<file path="config.mk">
export PLATFORM = sky130hd
export DESIGN_NAME = bffla_ctrl
export DESIGN_NICKNAME = d
export VERILOG_FILES = /design/src/design/bffla_pkg.sv /design/src/design/bffla_ctrl.sv
export SDC_FILE = /design/constraint.sdc
export NUM_CORES = 1
export LEC_CHECK = 0
export ABC_AREA = 1
export BUFFER_PORTS_ARGS = -buffer_cell sky130_fd_sc_hd__buf_4
export CAP_MARGIN = 0
export CORE_AREA = 2 2 39 41
export DETAILED_ROUTE_END_ITERATION = 6
export DIE_AREA = 0 0 41 43
export GPL_TIMING_DRIVEN = 0
export PLACE_DENSITY = 0.87
export SYNTH_ARGS = -nofsm -noshare
export SYNTH_HDL_FRONTEND = slang
export SYNTH_SLANG_ARGS = --single-unit
</file>
<file path="constraint.sdc">
create_clock -name clk_i -period 2.4 [get_ports clk_i]
set_input_delay 0.48 -clock clk_i [delete_from_list [all_inputs] [get_ports clk_i]]
set_output_delay 0.48 -clock clk_i [all_outputs]
set_load 0.01 [all_outputs]
</file>
<file path="src/design/bffla_pkg.sv">
`default_nettype none

package bffla_pkg;

  localparam int ADDR_BITS    = 24;
  localparam int LEN_BITS     = 25;
  localparam int BE_BITS      = LEN_BITS + 1;
  localparam int ADJ_BITS     = 8;
  localparam int HANDLE_COUNT = 64;
  localparam int HANDLE_BITS  = 6;
  localparam int POOL_RESET   = 65536;
  localparam int POOL_MIN     = 32;
  localparam int POOL_MAX     = 1 << ADDR_BITS;

  localparam logic OP_ALLOC = 1'b0;
  localparam logic OP_FREE  = 1'b1;

  localparam logic [2:0] STAT_OK         = 3'd0;
  localparam logic [2:0] STAT_NO_HANDLE  = 3'd1;
  localparam logic [2:0] STAT_NO_SPACE   = 3'd2;
  localparam logic [2:0] STAT_FRAGMENTED = 3'd3;
  localparam logic [2:0] STAT_TABLE_FULL = 3'd4;
  localparam logic [2:0] STAT_BAD_HANDLE = 3'd5;

  localparam logic [4:0] ACT_NONE   = 5'd0;
  localparam logic [4:0] ACT_INIT   = 5'd1;
  localparam logic [4:0] ACT_LOAD   = 5'd2;
  localparam logic [4:0] ACT_CHECK  = 5'd3;
  localparam logic [4:0] ACT_AEVAL  = 5'd4;
  localparam logic [4:0] ACT_NOFIT  = 5'd5;
  localparam logic [4:0] ACT_ADEC   = 5'd6;
  localparam logic [4:0] ACT_POP    = 5'd7;
  localparam logic [4:0] ACT_DNWR   = 5'd8;
  localparam logic [4:0] ACT_CNTDEC = 5'd9;
  localparam logic [4:0] ACT_FHRD   = 5'd10;
  localparam logic [4:0] ACT_FEVAL  = 5'd11;
  localparam logic [4:0] ACT_FULL   = 5'd12;
  localparam logic [4:0] ACT_FDEC   = 5'd13;
  localparam logic [4:0] ACT_UPWR   = 5'd14;
  localparam logic [4:0] ACT_UPPUT  = 5'd15;
  localparam logic [4:0] ACT_OUT    = 5'd16;

  typedef struct packed {
    logic [4:0] act;
  } cmd_t;

  typedef struct packed {
    logic alloc;
    logic no_handle;
    logic bad;
    logic ptr_end;
    logic exact;
    logic found;
    logic rm;
    logic lt_be;
    logic mp;
    logic mn;
    logic full;
    logic up_at_p;
    logic out_busy;
  } sts_t;

endpackage

`default_nettype wire

</file>
<file path="src/design/bffla_ctrl.sv">
`default_nettype none

module bffla_ctrl
  import bffla_pkg::*;
(
  input  wire logic clk_i,
  input  wire logic rst_ni,
  input  wire logic in_valid_i,
  output logic      in_stall_o,
  input  wire logic cfg_we_i,
  input  wire sts_t sts_i,
  output cmd_t      cmd_o
);

  localparam logic [3:0] S_INIT  = 4'd0;
  localparam logic [3:0] S_IDLE  = 4'd1;
  localparam logic [3:0] S_CHECK = 4'd2;
  localparam logic [3:0] S_ARD   = 4'd3;
  localparam logic [3:0] S_AEVAL = 4'd4;
  localparam logic [3:0] S_ADEC  = 4'd5;
  localparam logic [3:0] S_POP   = 4'd6;
  localparam logic [3:0] S_DNRD  = 4'd7;
  localparam logic [3:0] S_DNWR  = 4'd8;
  localparam logic [3:0] S_FHRD  = 4'd9;
  localparam logic [3:0] S_FRD   = 4'd10;
  localparam logic [3:0] S_FEVAL = 4'd11;
  localparam logic [3:0] S_FDEC  = 4'd12;
  localparam logic [3:0] S_UPRD  = 4'd13;
  localparam logic [3:0] S_UPWR  = 4'd14;
  localparam logic [3:0] S_DONE  = 4'd15;

  logic [3:0] state_q, state_d;

  assign in_stall_o = (state_q != S_IDLE) || cfg_we_i;

  always_comb begin
    state_d   = state_q;
    cmd_o.act = ACT_NONE;
    case (state_q)
      S_INIT: begin
        cmd_o.act = ACT_INIT;
        state_d   = S_IDLE;
      end
      S_IDLE: begin
        if (in_valid_i && !cfg_we_i) begin
          cmd_o.act = ACT_LOAD;
          state_d   = S_CHECK;
        end
      end
      S_CHECK: begin
        cmd_o.act = ACT_CHECK;
        if (sts_i.alloc) begin
          state_d = sts_i.no_handle ? S_DONE : S_ARD;
        end else begin
          state_d = sts_i.bad ? S_DONE : S_FHRD;
        end
      end
      S_ARD: begin
        state_d = sts_i.ptr_end ? S_ADEC : S_AEVAL;
      end
      S_AEVAL: begin
        cmd_o.act = ACT_AEVAL;
        state_d   = sts_i.exact ? S_ADEC : S_ARD;
      end
      S_ADEC: begin
        if (sts_i.found) begin
          cmd_o.act = ACT_ADEC;
          state_d   = S_POP;
        end else begin
          cmd_o.act = ACT_NOFIT;
          state_d   = S_DONE;
        end
      end
      S_POP: begin
        cmd_o.act = ACT_POP;
        state_d   = sts_i.rm ? S_DNRD : S_DONE;
      end
      S_DNRD: begin
        if (sts_i.ptr_end) begin
          cmd_o.act = ACT_CNTDEC;
          state_d   = S_DONE;
        end else begin
          state_d = S_DNWR;
        end
      end
      S_DNWR: begin
        cmd_o.act = ACT_DNWR;
        state_d   = S_DNRD;
      end
      S_FHRD: begin
        cmd_o.act = ACT_FHRD;
        state_d   = S_FRD;
      end
      S_FRD: begin
        state_d = sts_i.ptr_end ? S_FDEC : S_FEVAL;
      end
      S_FEVAL: begin
        cmd_o.act = ACT_FEVAL;
        state_d   = sts_i.lt_be ? S_FRD : S_FDEC;
      end
      S_FDEC: begin
        if (sts_i.full) begin
          cmd_o.act = ACT_FULL;
          state_d   = S_DONE;
        end else begin
          cmd_o.act = ACT_FDEC;
          if (sts_i.mp && sts_i.mn) begin
            state_d = S_DNRD;
          end else if (sts_i.mp || sts_i.mn) begin
            state_d = S_DONE;
          end else begin
            state_d = S_UPRD;
          end
        end
      end
      S_UPRD: begin
        if (sts_i.up_at_p) begin
          cmd_o.act = ACT_UPPUT;
          state_d   = S_DONE;
        end else begin
          state_d = S_UPWR;
        end
      end
      S_UPWR: begin
        cmd_o.act = ACT_UPWR;
        state_d   = S_UPRD;
      end
      S_DONE: begin
        if (!sts_i.out_busy) begin
          cmd_o.act = ACT_OUT;
          state_d   = S_IDLE;
        end
      end
      default: begin
        state_d = S_IDLE;
      end
    endcase
    if (cfg_we_i) begin
      cmd_o.act = ACT_NONE;
      state_d   = S_INIT;
    end
  end

  always_ff @(posedge clk_i or negedge rst_ni) begin
    if (!rst_ni) begin
      state_q <= S_INIT;
    end else begin
      state_q <= state_d;
    end
  end

endmodule

`default_nettype wire

</file>
==> flow_summary.json <==
{
  "drive_above_1_share": 0.178,
  "synth_cell_types": 15,
  "routed_wl_mm": 1.87,
  "ctsResizeCount": 0,
  "critPathLaunch": "state_q[0]$_DFFE_PN0P_",
  "vias": 888,
  "syn_to_final_growth_pct": 33.6,
  "cts_max_path_buffers": 2,
  "die_area_um2": 1760,
  "max_slew_margin": 0.765,
  "cts_max_level": 1,
  "place_ws_ns": 0.577,
  "detail-route-antenna-nets": 0,
  "ys_seq_area_frac": 0.162,
  "synth-edff-count": 0,
  "initial_core_util": 0.447,
  "maxCapViolCount": 0,
  "finalHoldViolCount": 0,
  "wl_per_cell_um": 11.1,
  "grt_overflow_total": 0,
  "place.gp.congestion": 0.925,
  "synthTopCellsByCount": "49 x nand2_1, 23 x nor2_1, 16 x inv_1, 14 x nand3_1, 6 x o21ai_0",
  "final_nets": 171,
  "netlist_instances": 127,
  "synth_top_cell_by_area": "nand2_1",
  "p_leak_nw": 0.519,
  "cts_tree": "done",
  "critPathCaptureType": "primary output",
  "dp_hpwl_mm": 1.57,
  "met1_usage": 0.317,
  "via_per_inst": 5.29,
  "whs_ns": 0.0298,
  "timing_worst_setup_path_type": "register to primary output",
  "drv_slew": 0,
  "grt_pass1_vias": 818,
  "netlist.area_leader.share": 0.298,
  "cts_buffers": 3,
  "grtUsageMet3": 0.0105,
  "syn_area_um2": 618,
  "avgSynthCellArea_um2": 4.87,
  "numPortBuffers": 22,
  "regMostFlops": "state_q",
  "ys_ff_latch": 4,
  "use_met2": 0.378,
  "synth.most_common_cell": "nand2_1",
  "root_buffer": "clkbuf_4",
  "grt_pass1_wl_mm": 3.01,
  "antenna_cells": 0,
  "placed_area_um2": 803,
  "final_area_um2": 826,
  "ctsHoldBuffers": 0,
  "grt_use_total": 0.242,
  "die_y_um": 43,
  "tightest_slew_ns": 0.351,
  "clkTransAtPathRegs_ns": 0.04,
  "largestRegisters": "state_q (4)",
  "grt_max_degree": 10,
  "worst_setup_path_start_kind": "register",
  "drc": 0,
  "first_pass_iters": 4,
  "clkLatencyLatePin_ns": 0.23,
  "path_max_fanout": 6,
  "finalCritPeriodShare": 0.870,
  "cts.sinks": 4,
  "fmax_ghz": 0.479,
  "setup_viol": 0,
  "reg2reg_from": "state_q[0]$_DFFE_PN0P_",
  "post-route-util": 0.597,
  "io-pin-count": 23,
  "synth_area_leaders": "nand2_1 30%, dfrtp_1 16%, nor2_1 14%",
  "setup_slack_ns": 0.312,
  "largest_reg_flops": 4,
  "ys_warn_count": 0,
  "fin_tns_setup_ns": 0,
  "hold_path.class": "input pin to async pin",
  "finalCriticalPeriod_ns": 2.09,
  "busiest_layer": "met2",
  "synthArstFlopShare": 1.00,
  "synth_fp_nets": 144,
  "core_region_area_um2": 1380,
  "required_ns": 1.92,
  "status": "completed",
  "grt_setup_unrepaired": "no",
  "skew_ns": 0.00348,
  "postCtsSetupRepairBufs": 0,
  "powerDensity_nw_per_um2": 766,
  "cp.arrival_ns": 1.61,
  "antenna_found_initial": 0,
  "ir_drop_mv": 0.426,
  "num_rows": 14,
  "die_w_um": 41,
  "ys.flop_type": "dfrtp_1",
  "drt_iter0_drc": 53
}
-- cell families after synthesis --
kind of cell / synth area share
buffers and inverters: 0.103
flip-flops: 0.162
AO/OA/AOI/OAI: 0.107
AND/OR/NAND/NOR: 0.628
-- report_power, final --
group          switching [mW]  total (mW)  internal [mW]  leakage [nW]
registers              0.0340       0.124         0.0902        0.0537
logic                   0.268       0.426          0.157         0.451
clock network          0.0266      0.0825         0.0559        0.0138
total                   0.329       0.632          0.303         0.519
-- worst paths after layout --
path	to	slack, ns	cells past startpoint
worst max-delay path	cmd_o[3]	0.31	7
worst min-delay path	state_q[2]$_DFFE_PN0P_	0.03	1
worst max register to register	state_q[0]$_DFFE_PN0P_	0.95	8
worst min register to register	state_q[2]$_DFFE_PN0P_	0.89	4
max in group asynchronous	state_q[1]$_DFFE_PN0P_	2.27	1
min in group clk_i	state_q[0]$_DFFE_PN0P_	0.57	4
-- cells in the final DEF, fill, tap and decap left out --
cell / n
a21oi_1: 3
buf_4: 22
clkbuf_4: 3
clkinv_1: 1
dfrtp_1: 4
inv_1: 16
nand2_1: 49
nand3_1: 14
nand3b_1: 1
nand4_1: 2
nor2_1: 23
nor2_2: 2
nor3_1: 3
o211ai_1: 1
o21a_1: 1
o21ai_0: 6
o22ai_1: 1
-- stage by stage --
| step | total power, mW | cells |
|---|---|---|
| floorplan | 0.403 | 127 |
| global placement | 0.536 | 165 |
| detailed placement | 0.542 | 165 |
| CTS | 0.630 | 168 |
| global route | 0.700 | 168 |
| finish | 0.632 | 168 |
-- final cells by class --
type,count,area (um^2)
Inverter,17,63.8
Tap cell,16,20.0
Clock buffer,3,22.5
Timing Repair Buffer,22,165
Fill cell,147,558
Sequential cell,4,100
Multi-Input combinational cell,106,454
-- worst max-delay path, cell delays in order (launching register included) --
cell and delay (ns):
dfrtp_1 0.46, inv_1 0.11, nor2_1 0.22, nand3_1 0.16, nand3_1 0.11, nor2_1 0.06, a21oi_1 0.12, buf_4 0.13
-- per-layer routing --
| metal | share of wire | vias up | wire length [um] |
|---|---|---|---|
| met5 | 0 | - | 0 |
| met4 | 0.012 | 0 | 22 |
| met3 | 0.078 | 2 | 146 |
| met2 | 0.51 | 45 | 953 |
| met1 | 0.40 | 386 | 742 |
| li1 | - | 455 | - |
Power figures use the tool's default switching activity.
